--- src/rtl/core/krd_delay.sv ---
// Enabled delay line that keeps side data aligned with the arithmetic units.
`default_nettype none

module krd_delay #(
    parameter int WIDTH = 16,
    parameter int DEPTH = 1
)
(
    input  logic             clk,
    input  logic             en,
    input  logic [WIDTH-1:0] d,
    output logic [WIDTH-1:0] q
);

    logic [WIDTH-1:0] line_reg [DEPTH];

    always_ff @(posedge clk)
    begin
        if (en)
        begin
            line_reg[0] <= d;
            for (int i = 1; i < DEPTH; i++)
            begin
                line_reg[i] <= line_reg[i-1];
            end
        end
    end

    assign q = line_reg[DEPTH-1];

endmodule

`default_nettype wire

--- config.mk ---
export PLATFORM = sky130hd
export DESIGN_NAME = krd_delay
export DESIGN_NICKNAME = d
export VERILOG_FILES = /design/src/rtl/core/krd_delay.sv
export SDC_FILE = /design/constraint.sdc
export NUM_CORES = 1
export LEC_CHECK = 0
export ABC_CLOCK_PERIOD_IN_PS = 800
export BUFFER_PORTS_ARGS = -buffer_cell sky130_fd_sc_hd__buf_2
export CAP_MARGIN = 20
export CORE_AREA = 2 2 39 41
export CTS_BUF_LIST = sky130_fd_sc_hd__clkbuf_8
export CTS_CLUSTER_DIAMETER = 80
export CTS_CLUSTER_SIZE = 30
export DETAILED_ROUTE_END_ITERATION = 16
export DIE_AREA = 0 0 41 43
export PLACE_DENSITY_LB_ADDON = 0.12
export SETUP_SLACK_MARGIN = 0.02
export SLEW_MARGIN = 30
export SYNTH_ARGS = -nofsm -noshare
export SYNTH_HDL_FRONTEND = slang
export SYNTH_SLANG_ARGS = --single-unit
--- constraint.sdc ---
create_clock -name clk -period 0.8 [get_ports clk]
set_clock_uncertainty 0.05 [all_clocks]
set_input_delay 0 -clock clk [delete_from_list [all_inputs] [get_ports clk]]
set_output_delay 0 -clock clk [all_outputs]
set_load 0.02 [all_outputs]
==> flow_metrics.tcl, run 1 <==
set metrics [dict create \
    outcome "finished with violations" \
    failed_checks "negative setup slack" \
    grt_max_degree 17 \
    fmax_ghz 1.19 \
    power_frac_seq_pct 53.7 \
    die_area_mm2 0.00176 \
    crit_path_end_kind "output pin" \
    num_io_pins 34 \
    min_path_type "input pin to flip-flop" \
    fin_crit_sh_pct 105 \
    pwr-share-comb_pct 16.4 \
    cts_tree "done" \
    vias 351 \
    max_slew_margin_pct 75.9 \
    fin_crit_ns 0.840 \
    vias_per_cell 4.18 \
    drt_wl_total_mm 1.01 \
    grt_pass1_vias 379 \
    grt-ovfl-total 0 \
    finalSetupViolCount 14 \
    leakagePower_uw 0.000400 \
    synth.largest_area_cell "edfxtp_1" \
    cp.arrival_ns 0.79 \
    drt-initial-drc-count 8 \
    final_hold_viol_count 0 \
    yosysUniqueCellTypes 1 \
    final_nets 88 \
    synth_fp_nets 34 \
    p_sw_uw 404 \
    p_int_uw 1510 \
    largest_register_ffs 16 \
    power_density_mw_per_mm2 2030 \
    die_x_um 41 \
    syn_inst 16 \
    firstDrtPassIters 3 \
    multi_input_cells 0 \
    layout_setup_ws_ns -0.0400 \
    multi_input_area_um2 0 \
    swShare_pct 21.1 \
    grt_pass1_wl_mm 1.46 \
    drive_gt1_share_pct 52.9 \
    postCtsSetupBuffers 0 \
    worst_slew_pin_slew_ns 0.362 \
    tns_ns -0.231 \
    synth_area_leaders "edfxtp_1" \
    ant_nets 0 \
    ys_ff_latch 16 \
    cts.sinks 16 \
    core_region_area_mm2 0.00138 \
    place_congestion 0.568 \
    grt_antenna_before_repair 0 \
    crit_slowest_cell "edfxtp_1" \
    die_h_um 43 \
    diodes 0 \
    drv_cap 0 \
    synth_top_area_share_pct 100 \
    clk_path_buf_depth 2 \
    synth_area_um2 480 \
    min_to "line_reg[0][5]" \
    min_from "en" \
    slew_violations 0 \
    crit_fanout 1 \
    critPathLaunchType "flip-flop" \
    area_delta_synth_final_pct 96.1 \
    grt.total_usage_pct 13.4 \
    ir_drop_v 0.00121 \
    synth_seq_area_share_pct 100 \
    placementRows 14 \
    syn_avg_cell_area_um2 30.0 \
    start_util_pct 34.7 \
    worstPathCellList "buf_6" \
    layout_commonest_cell "buf_2" \
    path_class "flip-flop to output pin" \
    path_buf_inv 1 \
    cts.clk_slew.worst_paths_ns 0.06 \
    final_cell_mix "buf_2, dlygate4sd3_1, edfxtp_1, buf_6, clkbuf_8" \
    cp_top_family "flip-flops" \
    synth_warnings 0 \
    cts_max_level 1 \
    fin_util_pct 68.1 \
    wl_per_cell_um 12.0 \
    cts_root_buf "clkbuf_8" \
    rsz0062_at_grt "true" \
    holdPathStages 1 \
    required_ns 0.75 \
    port_buffers 33 \
    place_area_um2 666 \
    cpPeakStageDelay_ns 0.40 \
    numCtsBuffers 3 \
    final_area_um2 942 \
    drc 0 \
    p_clk_share_pct 30.0 \
]
## power by group through the flow
stage | registers [µW] | clock network (µW) | logic (µW)
floorplan | 1120 | 0 | 0
detailed placement | 1030 | 0 | 200
CTS | 1010 | 589 | 270
global route | 1030 | 633 | 334
finish | 1020 | 572 | 313
global placement | 1030 | 0 | 197
## synth_stat cells
| master | n |
|---|---|
| edfxtp_1 | 16 |
## cell type report
cell class | count | area [µm²]
fill | 102 | 442
clock buffer | 3 | 41.3
timing repair buffer | 49 | 400
tap | 16 | 20.0
sequential | 16 | 480
## logic make-up (layout without fill, tap and decap cells)
family   count (synthesis)  count (layout)  synth area share (%)
buf+inv                  0              52                     0
flops                   16              16                   100
## timing repair
action                                  4_1_cts  5_1_grt
resized for setup                             4       20
hold endpoints to repair                     16        0
hold buffers                                 16        0
endpoints found under the setup margin       16       16
## how the worst max path moves through the flow
| stage | startpoint | endpoint | slack, ns | depth (start not counted) |
|---|---|---|---|---|
| floorplan | line_reg[0][0] | q[0] | 0.30 | 0 |
| global route | line_reg[0][14] | q[14] | -0.07 | 1 |
| CTS | line_reg[0][14] | q[14] | -0.05 | 1 |
| finish | line_reg[0][14] | q[14] | -0.04 | 1 |
| detailed placement | en | line_reg[0][6] | 0.08 | 1 |
| global placement | en | line_reg[0][6] | 0.11 | 1 |
## routing by layer
layer	GRT usage (%)	share of wire, %	vias up
met2	22.2	53	20
met3	4.71	6.3	2
met5	0	0	-
li1	-	-	168
met1	12.4	40	161
met4	10.0	1.2	0
## through the flow
stage | power (µW) | hold WS (ns) | setup WS [ns] | cells
final | 1910 | 0.141 | -0.0400 | 84
after global routing | 2000 | 0.154 | -0.0710 | 84
after CTS | 1870 | 0.141 | -0.0484 | 84
after detailed placement | 1230 | 0.128 | 0.0817 | 65
after global placement | 1220 | 0.126 | 0.109 | 65
after floorplan | 1120 | 0.0489 | 0.301 | 16
(Power assumes the default switching activity.)
==> run 2, diff against run 1 <==
- TNS_END_PERCENT: default -> 30
==> flow_metrics.tcl, run 2 (synthesized netlist as in run 1, its figures left out) <==
set metrics [dict create \
    outcome "finished with violations" \
    failed_checks "negative setup slack" \
    pwr-share-comb_pct 14.9 \
    die_x_um 41 \
    multi_input_cells 0 \
    final_nets 88 \
    ant_nets 0 \
    diodes 0 \
    vias_per_cell 4.18 \
    fin_crit_ns 0.833 \
    firstDrtPassIters 3 \
    drv_cap 0 \
    ir_drop_v 0.00122 \
    path_buf_inv 1 \
    cp_top_family "flip-flops" \
    worst_slew_pin_slew_ns 0.353 \
    layoutNonFillerInstCount 84 \
    swShare_pct 21.2 \
    numCtsBuffers 3 \
    layout_setup_ws_ns -0.0332 \
    p_clk_share_pct 30.8 \
    fin_util_pct 64.9 \
    placementRows 14 \
    cts_max_level 1 \
    grt_pass1_wl_mm 1.41 \
    cpPeakStageDelay_ns 0.39 \
    cts.sinks 16 \
    power_frac_seq_pct 54.3 \
    leakagePower_uw 0.000385 \
    clk_path_buf_depth 2 \
    multi_input_area_um2 0 \
    worstPathCellList "buf_6" \
    slew_violations 0 \
    die_area_mm2 0.00176 \
    dp_cells 65 \
    start_util_pct 34.7 \
    die_h_um 43 \
    max_slew_margin_pct 76.5 \
    finalSetupViolCount 10 \
    postCtsSetupBuffers 0 \
    rsz0062_at_grt "true" \
    port_buffers 33 \
    fmax_ghz 1.20 \
    crit_fanout 1 \
    cts_root_buf "clkbuf_8" \
    num_io_pins 34 \
    grt-ovfl-total 0 \
    grt_antenna_before_repair 0 \
    path_class "flip-flop to output pin" \
    final_hold_viol_count 0 \
    fin_crit_sh_pct 104 \
    required_ns 0.75 \
    crit_path_end_kind "output pin" \
    drive_gt1_share_pct 52.9 \
    cp.arrival_ns 0.78 \
    grt.total_usage_pct 12.9 \
    crit_slowest_cell "edfxtp_1" \
    cts_tree "done" \
    largest_register_ffs 16 \
    core_region_area_mm2 0.00138 \
    min_path_type "input pin to flip-flop" \
    cts.clk_slew.worst_paths_ns 0.06 \
    vias 351 \
    layout_commonest_cell "buf_2" \
    p_sw_uw 397 \
    critPathLaunchType "flip-flop" \
    wl_per_cell_um 11.1 \
    grt_pass1_vias 374 \
    p_int_uw 1470 \
    drt_wl_total_um 931 \
    place_congestion 0.568 \
    grt_max_degree 17 \
    power_density_mw_per_mm2 2080 \
    drc 0 \
    drt-initial-drc-count 8 \
    final_cell_mix "buf_2, dlygate4sd3_1, edfxtp_1, buf_6, clkbuf_8" \
    area_delta_synth_final_pct 87.0 \
]
run 2: cell counts in the layout (fill, tap and decap cells not counted):
No cell type changed its count.
run 2: cell type report:
class,count,area [µm²]
Tap cell,16,20.0
Clock buffer,3,41.3
Sequential cell,16,480
Timing Repair Buffer,49,357
Fill cell,110,485
run 2: final timing paths:
| kind | slack [ns] | cells past startpoint | endpoint | startpoint |
|---|---|---|---|---|
| hold / removal | 0.14 | 1 | line_reg[0][5] | en |
| setup / recovery | -0.03 | 1 | q[14] | line_reg[0][14] |
run 2: metal layers:
layer	GRT usage, %	vias to the layer above	wire, µm
met5	0	-	0
met4	10.0	0	12
met3	4.71	2	66
met2	20.9	20	477
li1	-	168	-
met1	12.0	161	373
run 2: stage by stage:
stage	area, µm²	TNS (ns)	setup WS [ns]	hold WS, ns	total power (µW)
after floorplan	480	0	0.301	0.0489	1120
after global placement	666	0	0.109	0.126	1220
after detailed placement	666	0	0.0817	0.128	1230
after CTS	873	-0.268	-0.0484	0.141	1870
after global routing	898	-0.790	-0.0710	0.153	1960
final	898	-0.151	-0.0332	0.135	1870
run 2: power by group through the flow:
stage          combinational (µW)  clock [µW]  sequential [µW]
2_1_floorplan                   0           0             1120
3_3_place_gp                  197           0             1030
3_5_place_dp                  200           0             1030
4_1_cts                       265         589             1010
5_1_grt                       300         634             1020
6_report                      279         575             1020
run 2: repair_timing:
item,in CTS,in global routing
pin swaps,0,0
endpoints found under the hold margin,16,0
hold buffers,16,0
endpoints found under the setup margin,16,16
gates resized for setup,2,8
