## src/rtl/core/krd_pkg.sv

```systemverilog
// Shared types, constants and coefficient table for the keypoint row decoder.
`default_nettype none

package krd_pkg;

    localparam int CLASS_SLOTS = 9;
    localparam int COLOR_SLOTS = 4;
    localparam int CORNER_LANES = 8;

    localparam int EXP_STEPS = 12;
    localparam int DIV_Q_W = 17;
    localparam int DIV_NUM_W = 41;
    localparam int DIV_DEN_W = 28;
    localparam int SQRT_STEPS = 16;

    localparam int EXP_LAT = EXP_STEPS;
    localparam int DIV_LAT = DIV_Q_W;
    localparam int SQRT_LAT = SQRT_STEPS + 1;

    typedef logic [15:0] exp_arg_t;
    typedef logic [24:0] exp_val_t;
    typedef logic [DIV_NUM_W-1:0] div_num_t;
    typedef logic [DIV_DEN_W-1:0] div_den_t;
    typedef logic [31:0] sqrt_arg_t;
    typedef logic [13:0] edge_t;

    localparam exp_val_t EXP_ONE = 25'h100_0000;

    localparam logic [1:0] REG_TARGET_COLOR = 2'd0;
    localparam logic [1:0] REG_CONF_THRESHOLD = 2'd1;

    localparam logic [1:0] COLOR_0 = 2'd0;
    localparam logic [1:0] COLOR_1 = 2'd1;

    localparam logic [1:0] TARGET_COLOR_RESET = 2'd2;
    localparam logic [15:0] CONF_THRESHOLD_RESET = 16'd42598;

    typedef struct packed {
        logic [63:0]        corners_a;
        logic [63:0]        corners_b;
        logic signed [15:0] objectness_logit;
        logic [63:0]        color_logits;
        logic [63:0]        class_logits_low;
        logic [63:0]        class_logits_high;
        logic signed [15:0] class_logit_last;
    } row_t;

    // exp(-2^(k-8)) in Q0.24
    function automatic logic [23:0] exp_coef(input int k);
        logic [23:0] c;
        case (k)
            0:       c = 24'd16711808;
            1:       c = 24'd16646655;
            2:       c = 24'd16517109;
            3:       c = 24'd16261035;
            4:       c = 24'd15760736;
            5:       c = 24'd14805841;
            6:       c = 24'd13066109;
            7:       c = 24'd10175896;
            8:       c = 24'd6171993;
            9:       c = 24'd2270549;
            10:      c = 24'd307285;
            11:      c = 24'd5628;
            default: c = 24'd0;
        endcase
        return c;
    endfunction

endpackage

`default_nettype wire

```

## src/rtl/core/krd_sqrt_pipe.sv

```systemverilog
// Pipelined integer square root with round-to-nearest and 14-bit saturation.
`default_nettype none

module krd_sqrt_pipe import krd_pkg::*;
(
    input  logic      clk,
    input  logic      en,
    input  sqrt_arg_t arg,
    output edge_t     root
);

    sqrt_arg_t m_reg [SQRT_STEPS];
    sqrt_arg_t r_reg [SQRT_STEPS];
    edge_t     root_reg;
    edge_t     root_next;
    logic [16:0] rounded;

    for (genvar i = 0; i < SQRT_STEPS; i++)
    begin : g_step
        localparam sqrt_arg_t BIT = 32'h1 << (30 - 2 * i);
        sqrt_arg_t m_in;
        sqrt_arg_t r_in;
        sqrt_arg_t trial;
        logic      ge;
        sqrt_arg_t m_next;
        sqrt_arg_t r_next;

        if (i == 0)
        begin : g_first
            assign m_in = arg;
            assign r_in = '0;
        end
        else
        begin : g_rest
            assign m_in = m_reg[i-1];
            assign r_in = r_reg[i-1];
        end

        always_comb
        begin
            trial = r_in + BIT;
            ge = m_in >= trial;
            m_next = ge ? m_in - trial : m_in;
            r_next = ge ? (r_in >> 1) + BIT : r_in >> 1;
        end

        always_ff @(posedge clk)
        begin
            if (en)
            begin
                m_reg[i] <= m_next;
                r_reg[i] <= r_next;
            end
        end
    end

    always_comb
    begin
        rounded = r_reg[SQRT_STEPS-1][16:0]
                + 17'(m_reg[SQRT_STEPS-1] > r_reg[SQRT_STEPS-1]);
        root_next = (rounded > 17'd16383) ? 14'h3FFF : rounded[13:0];
    end

    always_ff @(posedge clk)
    begin
        if (en)
        begin
            root_reg <= root_next;
        end
    end

    assign root = root_reg;

endmodule

`default_nettype wire

```

## config.mk

```make
export PLATFORM = sky130hd
export DESIGN_NAME = krd_sqrt_pipe
export DESIGN_NICKNAME = d
export VERILOG_FILES = /design/src/rtl/core/krd_pkg.sv /design/src/rtl/core/krd_sqrt_pipe.sv
export SDC_FILE = /design/constraint.sdc
export NUM_CORES = 1
export LEC_CHECK = 0
export BUFFER_PORTS_ARGS = -buffer_cell sky130_fd_sc_hd__buf_2
export CORE_MARGIN = 3
export CORE_UTILIZATION = 68
export DETAILED_ROUTE_END_ITERATION = 12
export MAX_ROUTING_LAYER = met4
export PLACE_DENSITY = 0.91
export SYNTH_ARGS = -nofsm -noshare
export SYNTH_HDL_FRONTEND = slang
export SYNTH_SLANG_ARGS = --single-unit
```

## constraint.sdc

```tcl
create_clock -name clk -period 7.41 [get_ports clk]
set_clock_uncertainty 0.15 [all_clocks]
set_input_delay 2.223 -clock clk [delete_from_list [all_inputs] [get_ports clk]]
set_output_delay 2.223 -clock clk [all_outputs]
set_load 0.01 [all_outputs]
```

==> qor.txt <==
CTS Sinks: 662
Seq cells post-synth: 662
Yosys top cell area share: 61.4%
CTS tree: built
area of the multi-input gates: 0.0116 mm²
critical path endpoint: root[4]$_SDFFCE_PN1P_
routed vias/inst: 6.51
final setup violation count: 0
Max Cap Viol: 0
clk_lat worst skew: 0.62 ns
Required @ worst endpoint: 7.57 ns
share of cells above drive strength 1: 7.49%
Comb pwr share: 18.3%
worst min path class: reg2reg
Slew headroom: 25.8%
HP Start: r_reg[1][110]$_DFFE_PP_
filler instances: 2655
Final Cycle Share: 60.3%
Min Hold Slack: 0.292 ns
final hold viol count: 0
Ys Warns: 0
Nets: 2904
Leak Pwr: 13.3 nW
Least-Margin Pin Slew: 1.11 ns
vias in the first global route: 21500
switching share of power: 28.5%
async set-or-reset flop fraction in the synthesized netlist: 0%
outcome: finished, final reports clean
CP startpoint: r_reg[1][233]$_DFFE_PP_
Clk pwr share: 32.3%
worst vdd ir: 268 µV
Cell variety after synth: 77
global route overflow: 0
I/O pin total: 48
setup bufs post-CTS: 0
max reg flops: 512
Reg area: 0.0199 mm²
sequential share of the synthesized area: 61.4%
die area: 0.0503 mm²
# port buffers: 47
max frequency: 224 MHz
RSZ-0062 raised after global routing: no
most common cell in the netlist: edfxtp_1
pwr/cell area: 293 mW/mm²
Tot GR Track Use: 30.3%
Seq pwr share: 49.4%
first-pass GRT wire length: 116000 µm
synthesized area: 0.0324 mm²
syn_nets: 2826
post-detail-place hpwl: 50000 µm
WS Path Type: reg2reg
TritonCTS Buffers: 67
min Tclk post-route: 4.47 ns
Syn Area/Cell: 12.4 µm²
P_sw: 2.96 mW
Post-synth EDFFs: 662
top_reg_cell synth: edfxtp_1
DP Worst Slack: 3.08 ns
Routed WL: 73500 µm
die width: 224 µm
CP Max Fanout: 12
clk buf depth: 3
top cells by area, synth: edfxtp_1 (61%), ha_1 (6.6%), xor2_1 (3.4%)
Ant. Diodes: 0
DR WL/cell: 21.9 µm
RR Endpoint: root[4]$_SDFFCE_PN1P_
Die Ht: 224 µm
Final ANT Viol Nets: 0
crit start category: flop
top cells by count, synth: edfxtp_1 (662), inv_1 (201), nand2_1 (197)
gpl congestion: 0.967
DRC viols: 0
Area Overhead vs Synth: 9.56%
cts repair resizes: 0
Pre-Repair DR Iteration Count: 6
Cell Int Power: 7.43 mW
fin worst setup slack: 2.94 ns
Starting Density: 69.3%
Row Count: 79
r2r startpoint: r_reg[1][233]$_DFFE_PP_
Reg clk slew, reported paths: 0.06 ns
Reg2Reg Setup Slack: 2.94 ns
CTS root buf: clkbuf_16
DR iter-0 viols: 2336
initial antenna violation count: 0
largest net degree at the start of global routing: 137
Worst Path Arrival: 4.63 ns
crit end category: flop
CTS Hold Buffers Added: 0
R2R depth: 17
Max Slew Vio Count: 0
vias: 21800
core area: 0.0468 mm²
most area-hungry cell type in the Yosys netlist: edfxtp_1
Syn Inst Count: 2622
setup TNS: 0 ns
H-tree lvl count: 3
[placed cells by master (no fill, tap or decap), drive strengths merged, types with 59 or more instances in the layout]
cell type / synthesis / routed
xor2: 126 / 126
edfxtp: 662 / 662
buf: 12 / 59
nor4: 86 / 86
nor2: 136 / 136
a21oi: 131 / 131
o21ai: 185 / 185
inv: 202 / 207
ha: 170 / 170
clkbuf: 38 / 76
xnor2: 109 / 109
nor3: 77 / 77
nand2: 197 / 197
[cells by family (layout without fill, tap and decap cells)]
family | count (synthesis) | count (layout) | share of synthesized area, %
AOI/OAI and AO/OA | 500 | 500 | 9.34
xor gates and xnor gates | 235 | 235 | 6.35
adders and majority gates | 170 | 170 | 6.57
buffers and inverters | 252 | 381 | 3.02
DFF | 662 | 662 | 61.4
muxes | 19 | 19 | 0.657
and+or+nand+nor | 784 | 784 | 12.7
[critical path, stage by stage (launching register included)]
cell and delay, ns:
edfxtp_1 0.40, inv_1 0.09, ha_1 0.32, a21o_1 0.12
a21o_1 0.11, a21oi_1 0.06, o21ai_0 0.26, a21oi_1 0.06
o21ai_0 0.21, ha_1 0.22, ha_1 0.20, and4_1 0.32
nand2_1 0.08, nor4_1 0.41, nand3_1 0.16, mux2_2 0.31
nor2_1 0.53, o21ai_0 0.17
[layout make-up]
class / instances / share of cell area (%)
Multi-Input combinational cell: 1708 / 32.6
Timing Repair Buffer: 59 / 1.09
Inverter: 202 / 2.14
Sequential cell: 662 / 56.0
Clock inverter: 44 / 1.23
Clock buffer: 76 / 4.82
Tap cell: 607 / 2.14
[worst min-delay path by stage]
| stage | cells past startpoint | end | slack (ns) |
|---|---|---|---|
| 2_1_floorplan | 0 | m_reg[0][238]$_DFFE_PP_ | 0.27 |
| 3_3_place_gp | 0 | m_reg[1][128]$_DFFE_PP_ | 0.28 |
| 3_5_place_dp | 0 | r_reg[1][142]$_DFFE_PP_ | 0.28 |
| 4_1_cts | 0 | m_reg[1][13]$_DFFE_PP_ | 0.29 |
| 5_1_grt | 0 | r_reg[1][142]$_DFFE_PP_ | 0.30 |
| 6_report | 0 | r_reg[1][141]$_DFFE_PP_ | 0.29 |
[per-stage QoR]
stage                     utilization [%]  cell area (µm²)  power (mW)  cells
after floorplan                         -            32400        6.37   2622
after global placement               71.3            33300        6.90   3238
after detailed placement             71.3            33300        7.01   3238
after CTS                            75.9            35500        10.4   3358
after global routing                 75.9            35500        10.8   3358
final                                75.9            35500        10.4   3358
[power by group through the flow]
stage	clock (mW)	sequential [mW]	combinational [mW]
after detailed placement	0	5.19	1.82
after global routing	3.53	5.17	2.09
final	3.35	5.13	1.90
after global placement	0	5.16	1.74
after CTS	3.38	5.12	1.87
after floorplan	0	5.02	1.35
[per-layer routing]
metal | wire [µm] | global-route usage, % | part of all wire [%] | vias up
met2 | 37300 | 51.4 | 51 | 1123
met1 | 28100 | 37.0 | 38 | 10500
met4 | 3020 | 11.5 | 4.1 | 0
li1 | - | - | - | 9959
met5 | 0 | - | 0 | -
met3 | 5140 | 4.80 | 7.0 | 242
Power figures use the tool's default switching activity.
