==> config.mk <==
export PLATFORM = sky130hd
export DESIGN_NAME = krd_div_pipe
export DESIGN_NICKNAME = d
export VERILOG_FILES = /design/src/rtl/core/krd_pkg.sv /design/src/rtl/core/krd_div_pipe.sv
export SDC_FILE = /design/constraint.sdc
export NUM_CORES = 2
export LEC_CHECK = 0
export BUFFER_PORTS_ARGS = -buffer_cell sky130_fd_sc_hd__buf_4
export CORE_ASPECT_RATIO = 0.9
export CORE_MARGIN = 1
export CORE_UTILIZATION = 45
export DETAILED_ROUTE_END_ITERATION = 6
export GPL_ROUTABILITY_DRIVEN = 0
export PLACE_DENSITY_LB_ADDON = 0.3
export SETUP_SLACK_MARGIN = 0.02
export SYNTH_ARGS = -nofsm -noshare
export SYNTH_HDL_FRONTEND = slang
export SYNTH_SLANG_ARGS = --single-unit
==> constraint.sdc <==
create_clock -name clk -period 4.9 [get_ports clk]
set_input_delay 0.245 -clock clk [delete_from_list [all_inputs] [get_ports clk]]
set_output_delay 0.245 -clock clk [all_outputs]
set_load 0.05 [all_outputs]
==> src/rtl/core/krd_pkg.sv <==
// Shared types, constants and coefficient table for the keypoint row decoder.
`default_nettype none

package krd_pkg;

    localparam int CLASS_SLOTS = 9;
    localparam int COLOR_SLOTS = 4;
    localparam int CORNER_LANES = 8;

    localparam int EXP_STEPS = 12;
    localparam int DIV_Q_W = 17;
    localparam int DIV_NUM_W = 41;
    localparam int DIV_DEN_W = 28;
    localparam int SQRT_STEPS = 16;

    localparam int EXP_LAT = EXP_STEPS;
    localparam int DIV_LAT = DIV_Q_W;
    localparam int SQRT_LAT = SQRT_STEPS + 1;

    typedef logic [15:0] exp_arg_t;
    typedef logic [24:0] exp_val_t;
    typedef logic [DIV_NUM_W-1:0] div_num_t;
    typedef logic [DIV_DEN_W-1:0] div_den_t;
    typedef logic [31:0] sqrt_arg_t;
    typedef logic [13:0] edge_t;

    localparam exp_val_t EXP_ONE = 25'h100_0000;

    localparam logic [1:0] REG_TARGET_COLOR = 2'd0;
    localparam logic [1:0] REG_CONF_THRESHOLD = 2'd1;

    localparam logic [1:0] COLOR_0 = 2'd0;
    localparam logic [1:0] COLOR_1 = 2'd1;

    localparam logic [1:0] TARGET_COLOR_RESET = 2'd2;
    localparam logic [15:0] CONF_THRESHOLD_RESET = 16'd42598;

    typedef struct packed {
        logic [63:0]        corners_a;
        logic [63:0]        corners_b;
        logic signed [15:0] objectness_logit;
        logic [63:0]        color_logits;
        logic [63:0]        class_logits_low;
        logic [63:0]        class_logits_high;
        logic signed [15:0] class_logit_last;
    } row_t;

    // exp(-2^(k-8)) in Q0.24
    function automatic logic [23:0] exp_coef(input int k);
        logic [23:0] c;
        case (k)
            0:       c = 24'd16711808;
            1:       c = 24'd16646655;
            2:       c = 24'd16517109;
            3:       c = 24'd16261035;
            4:       c = 24'd15760736;
            5:       c = 24'd14805841;
            6:       c = 24'd13066109;
            7:       c = 24'd10175896;
            8:       c = 24'd6171993;
            9:       c = 24'd2270549;
            10:      c = 24'd307285;
            11:      c = 24'd5628;
            default: c = 24'd0;
        endcase
        return c;
    endfunction

endpackage

`default_nettype wire

==> src/rtl/core/krd_div_pipe.sv <==
// Pipelined rounded-numerator divider, one quotient bit per stage, saturating to 16 bits.
`default_nettype none

module krd_div_pipe import krd_pkg::*;
(
    input  logic        clk,
    input  logic        en,
    input  div_num_t    num,
    input  div_den_t    den,
    output logic [15:0] quot
);

    logic [DIV_Q_W-1:0] q_reg   [DIV_Q_W];
    logic               sat_reg [DIV_Q_W];
    div_den_t           rem_reg [DIV_Q_W-1];
    div_den_t           den_reg [DIV_Q_W-1];
    logic [DIV_Q_W-1:0] low_reg [DIV_Q_W-1];

    for (genvar k = 0; k < DIV_Q_W; k++)
    begin : g_step
        div_den_t           rem_in;
        div_den_t           den_in;
        logic [DIV_Q_W-1:0] low_in;
        logic [DIV_Q_W-1:0] q_in;
        logic               sat_in;
        logic [DIV_DEN_W:0] trial;
        logic               ge;
        div_den_t           rem_next;
        logic [DIV_Q_W-1:0] q_next;
        logic [DIV_Q_W-1:0] low_next;

        if (k == 0)
        begin : g_first
            assign rem_in = DIV_DEN_W'(num[DIV_NUM_W-1:DIV_Q_W]);
            assign den_in = den;
            assign low_in = num[DIV_Q_W-1:0];
            assign q_in = '0;
            assign sat_in = DIV_DEN_W'(num[DIV_NUM_W-1:DIV_Q_W]) >= den;
        end
        else
        begin : g_rest
            assign rem_in = rem_reg[k-1];
            assign den_in = den_reg[k-1];
            assign low_in = low_reg[k-1];
            assign q_in = q_reg[k-1];
            assign sat_in = sat_reg[k-1];
        end

        always_comb
        begin
            trial = {rem_in, low_in[DIV_Q_W-1]};
            ge = trial >= {1'b0, den_in};
            rem_next = ge ? DIV_DEN_W'(trial - {1'b0, den_in}) : trial[DIV_DEN_W-1:0];
            q_next = {q_in[DIV_Q_W-2:0], ge};
            low_next = {low_in[DIV_Q_W-2:0], 1'b0};
        end

        always_ff @(posedge clk)
        begin
            if (en)
            begin
                q_reg[k] <= q_next;
                sat_reg[k] <= sat_in;
            end
        end

        if (k < DIV_Q_W - 1)
        begin : g_carry
            always_ff @(posedge clk)
            begin
                if (en)
                begin
                    rem_reg[k] <= rem_next;
                    den_reg[k] <= den_in;
                    low_reg[k] <= low_next;
                end
            end
        end
    end

    assign quot = (sat_reg[DIV_Q_W-1] || q_reg[DIV_Q_W-1][DIV_Q_W-1]) ?
                  16'hFFFF : q_reg[DIV_Q_W-1][15:0];

endmodule

`default_nettype wire

==> summary.txt <==
Synthesis
  • Netlist cell types: 78
  • Synth Instances: between 5000 and 6000
  • Synth Flop Type: edfxtp_1
  • #FFs+latches synth: 1202
  • Sequential share of the synthesized area: 54.9%
  • Yosys top cell by area: edfxtp_1
  • Most frequent cells after synthesis: 1202 x edfxtp_1, 602 x inv_1, 497 x ha_1
  • Ys async rst share: 0%
  • Mean Syn Cell Area: approximately 12 um^2
  • Post-synth top area share: 54.9%
  • Synth Cell Area: approximately 0.066 mm^2
  • Largest cells by area after synthesis: edfxtp_1 55%, ha_1 9.5%, inv_1 3.4%
  • EDFF count, synth: between 1000 and 1500
  • Mapped Nets: 6293
  • Yosys warnings: 0
  • Most frequent cell after synthesis: edfxtp_1

Setup path
  • CP endpoint: rem_reg[0][60]$_DFFE_PP_
  • Critical-path cell list: ha_1 > nor2b_1 > o31a_1 > o31ai_1 > o41ai_1 > a31oi_1 > o311ai_0 > a21oi_1 > a21o_1 > buf_12 > mux2_2
  • Worst flop-to-flop path startpoint: rem_reg[0][28]$_DFFE_PP_
  • Req. time, crit path: 5.43 ns
  • Crit path largest cell delay: approximately 0.55 ns
  • R2r worst-path depth: 11
  • WP buf/inv: 1
  • Crit path from: rem_reg[0][28]$_DFFE_PP_
  • CP Depth: 11
  • Worst reg2reg endpoint: rem_reg[0][60]$_DFFE_PP_
  • CP Launch Type: flop
  • Element type at the critical path end: flop
  • Critical Path AT: 4.72 ns
  • Worst-path maximum fanout: 38
  • CP top delay family: compound AO/OA/AOI/OAI gates
  • Crit-path slowest cell: o31ai_1
  • Internal reg-to-reg setup slack: roughly 0.71 ns
  • Critical path class: flop to flop

Pwr
  • Sw power: 16900 uW
  • Peak VDD IR: around 0.32 mV
  • Clock Power Share: roughly a fifth
  • P_leak: between 0.02 and 0.03 uW
  • Switching share of power: 36.8%
  • P_int: just under 30000 uW
  • Sequential fraction of design power: roughly 36%
  • Logic gate share of total power: 42.9%
  • PwrDens: ~620 mW/mm^2

Die
  • Rows: 132
  • DIE WIDTH: around 400 um
  • Io pins: slightly below 90
  • Die H: approximately 360 um
  • Core Region: 0.145 mm^2
  • Die Area: 0.148 mm^2
  • Initial Util: 45.5%

Clocking
  • Clock buffer depth: 3
  • Worst-path clk slew: approximately 0.06 ns
  • Root Driver: clkbuf_16
  • Worst-Skew Late Latency: 0.78 ns
  • Post CTS Setup Buffer Count: 0
  • TritonCTS Sinks: 1202
  • CTS tree: built
  • CTS Buf Count: 135
  • Max H-tree Level: 4

Layout
  • Fin nets: 6492
  • Fillers: 12500
  • Share of layout cells above drive strength 1: approximately 8.6%
  • Layout area overhead: 12.2%
  • Post-Route Utilization: 51.0%

Routing
  • WL final: between 100000 and 150000 um
  • Drt pass-1 iters: 6
  • WL met1: around 66000 um
  • DRT iter0 DRCs: between 3000 and 4000
  • Max layer used: met4
  • Post-DRT Antenna Nets: 0
  • WL met2: approximately 71000 um
  • Metal3 WL: approximately 7400 um
  • Vias per inst: approximately 5.5
  • DR DRC count: 0
  • Vias: between 40000 and 50000
  • Wire per inst: 18.6 um

Global route
  • Total gr overflow: 0
  • Number of global-route vias before repair: 42300
  • GRT Util Overall: 19.9%
  • Largest net degree at the start of global routing: approximately 170
  • First-pass GRT wire length: around 230000 um
  • Antenna violations before repair: 3

Timing
  • Clk_skew: between 0.02 and 0.03 ns
  • Setup violators final: 0
  • Setup_tns: 0 ns
  • Hold_ws: 0.191 ns
  • Post-layout min period: about 4.2 ns
  • Final Slew Violations: 0
  • Fin crit share: roughly 86%
  • Max_slew headroom: a little under a quarter
  • Final hold vios: 0
  • Fmax: ~240 MHz
  • Least-Margin Pin Slew: approximately 1.2 ns
  • Unrepaired setup endpoints after global routing: no

Outcome
  • Status: complete, no violations

Flow run
  • Maxcap violations: 0

Hold path
  • Worst Hold Class: input pin to flop

Place
  • DP Wirelength: about 110000 um
  • Port Buf Inserts: 86
power by group through the flow:
stage	Sequential [uW]	Clock (uW)	Combinational, uW
2_1_floorplan	15800	0	15100
3_3_place_gp	16700	0	19000
3_5_place_dp	16700	0	19300
4_1_cts	16500	10100	19600
5_1_grt	16700	10500	21900
6_report	16500	9770	19800
what timing repair did:
| item | 4_1_cts | 5_1_grt |
|---|---|---|
| endpoints found under the hold margin | 131 | 0 |
| resized for setup | 0 | 0 |
| hold buffers | 70 | 0 |
layout by cell type, fill, tap and decap left out, types with 148 or more instances in the layout:
| cell | synthesis | layout |
|---|---|---|
| ha_1 | 497 | 497 |
| mux2_2 | 151 | 151 |
| xnor2_1 | 199 | 199 |
| xor2_1 | 148 | 148 |
| nor2_1 | 252 | 252 |
| a21oi_1 | 435 | 433 |
| edfxtp_1 | 1202 | 1202 |
| nand2_1 | 429 | 429 |
| o21ai_0 | 415 | 415 |
| a21o_1 | 216 | 216 |
| inv_1 | 602 | 602 |
cells by family (layout without fill, tap and decap cells):
family                     after synthesis  after routing  share of synthesized area [%]
AOI/OAI and AO/OA                     1516           1516                           14.3
other                                    0              2                              0
buffers and inverters                  735           1037                           4.26
DFF                                   1202           1202                           54.9
muxes                                  176            176                           3.01
xor gates and xnor gates               347            347                           4.62
and+or+nand+nor                       1220           1220                           8.94
adders and majority gates              513            513                           9.95
worst min-delay path by stage:
stage,from,endpoint,slack [ns],depth (start not counted)
after floorplan,den[0],den_reg[0][0]$_DFFE_PP_,0.34,0
after global placement,low_reg[6][30]$_DFFE_PP_,low_reg[7][15]$_DFFE_PP_,0.40,0
after detailed placement,low_reg[1][25]$_DFFE_PP_,low_reg[2][10]$_DFFE_PP_,0.40,0
after CTS,num[0],low_reg[0][0]$_DFFE_PP_,0.12,2
after global routing,num[8],low_reg[0][8]$_DFFE_PP_,0.15,2
final,num[15],low_reg[0][15]$_DFFE_PP_,0.19,2
worst register-to-register path, stage by stage (launching register included):
cell and delay, ns:
edfxtp_1 0.42, ha_1 0.33, nor2b_1 0.15, o31a_1 0.27
o31ai_1 0.55, o41ai_1 0.28, a31oi_1 0.39, o311ai_0 0.22
a21oi_1 0.28, a21o_1 0.44, buf_12 0.25, mux2_2 0.36
cell type report:
cell class	instances	area (um^2)	share of cell area, %
clock buffer	161	3500	4.74
inverter	602	2260	3.06
timing repair buffer	195	1790	2.43
tap	1943	2430	3.30
clock inverter	79	754	1.02
sequential	1202	36100	48.9
antenna	2	5.00	0.00678
multi-input combinational	3772	26900	36.5
per-stage QoR:
stage | area, um^2 | total power [uW] | setup slack (ns) | cells
finish | 73800 | 46000 | 0.705 | 7956
global route | 73800 | 49100 | 0.509 | 7956
CTS | 73800 | 46200 | 0.751 | 7954
detailed placement | 68800 | 36100 | 0.769 | 7644
global placement | 68800 | 35700 | 0.882 | 7644
floorplan | 65700 | 30900 | 1.52 | 5709
per-layer routing:
metal | vias to the layer above | track usage, %
li1 | 21400 | -
met3 | 243 | 3.15
met1 | 20900 | 26.5
met4 | 0 | 5.80
met2 | 1129 | 33.5
met5 | - | 0
Power figures use the tool's default switching activity.
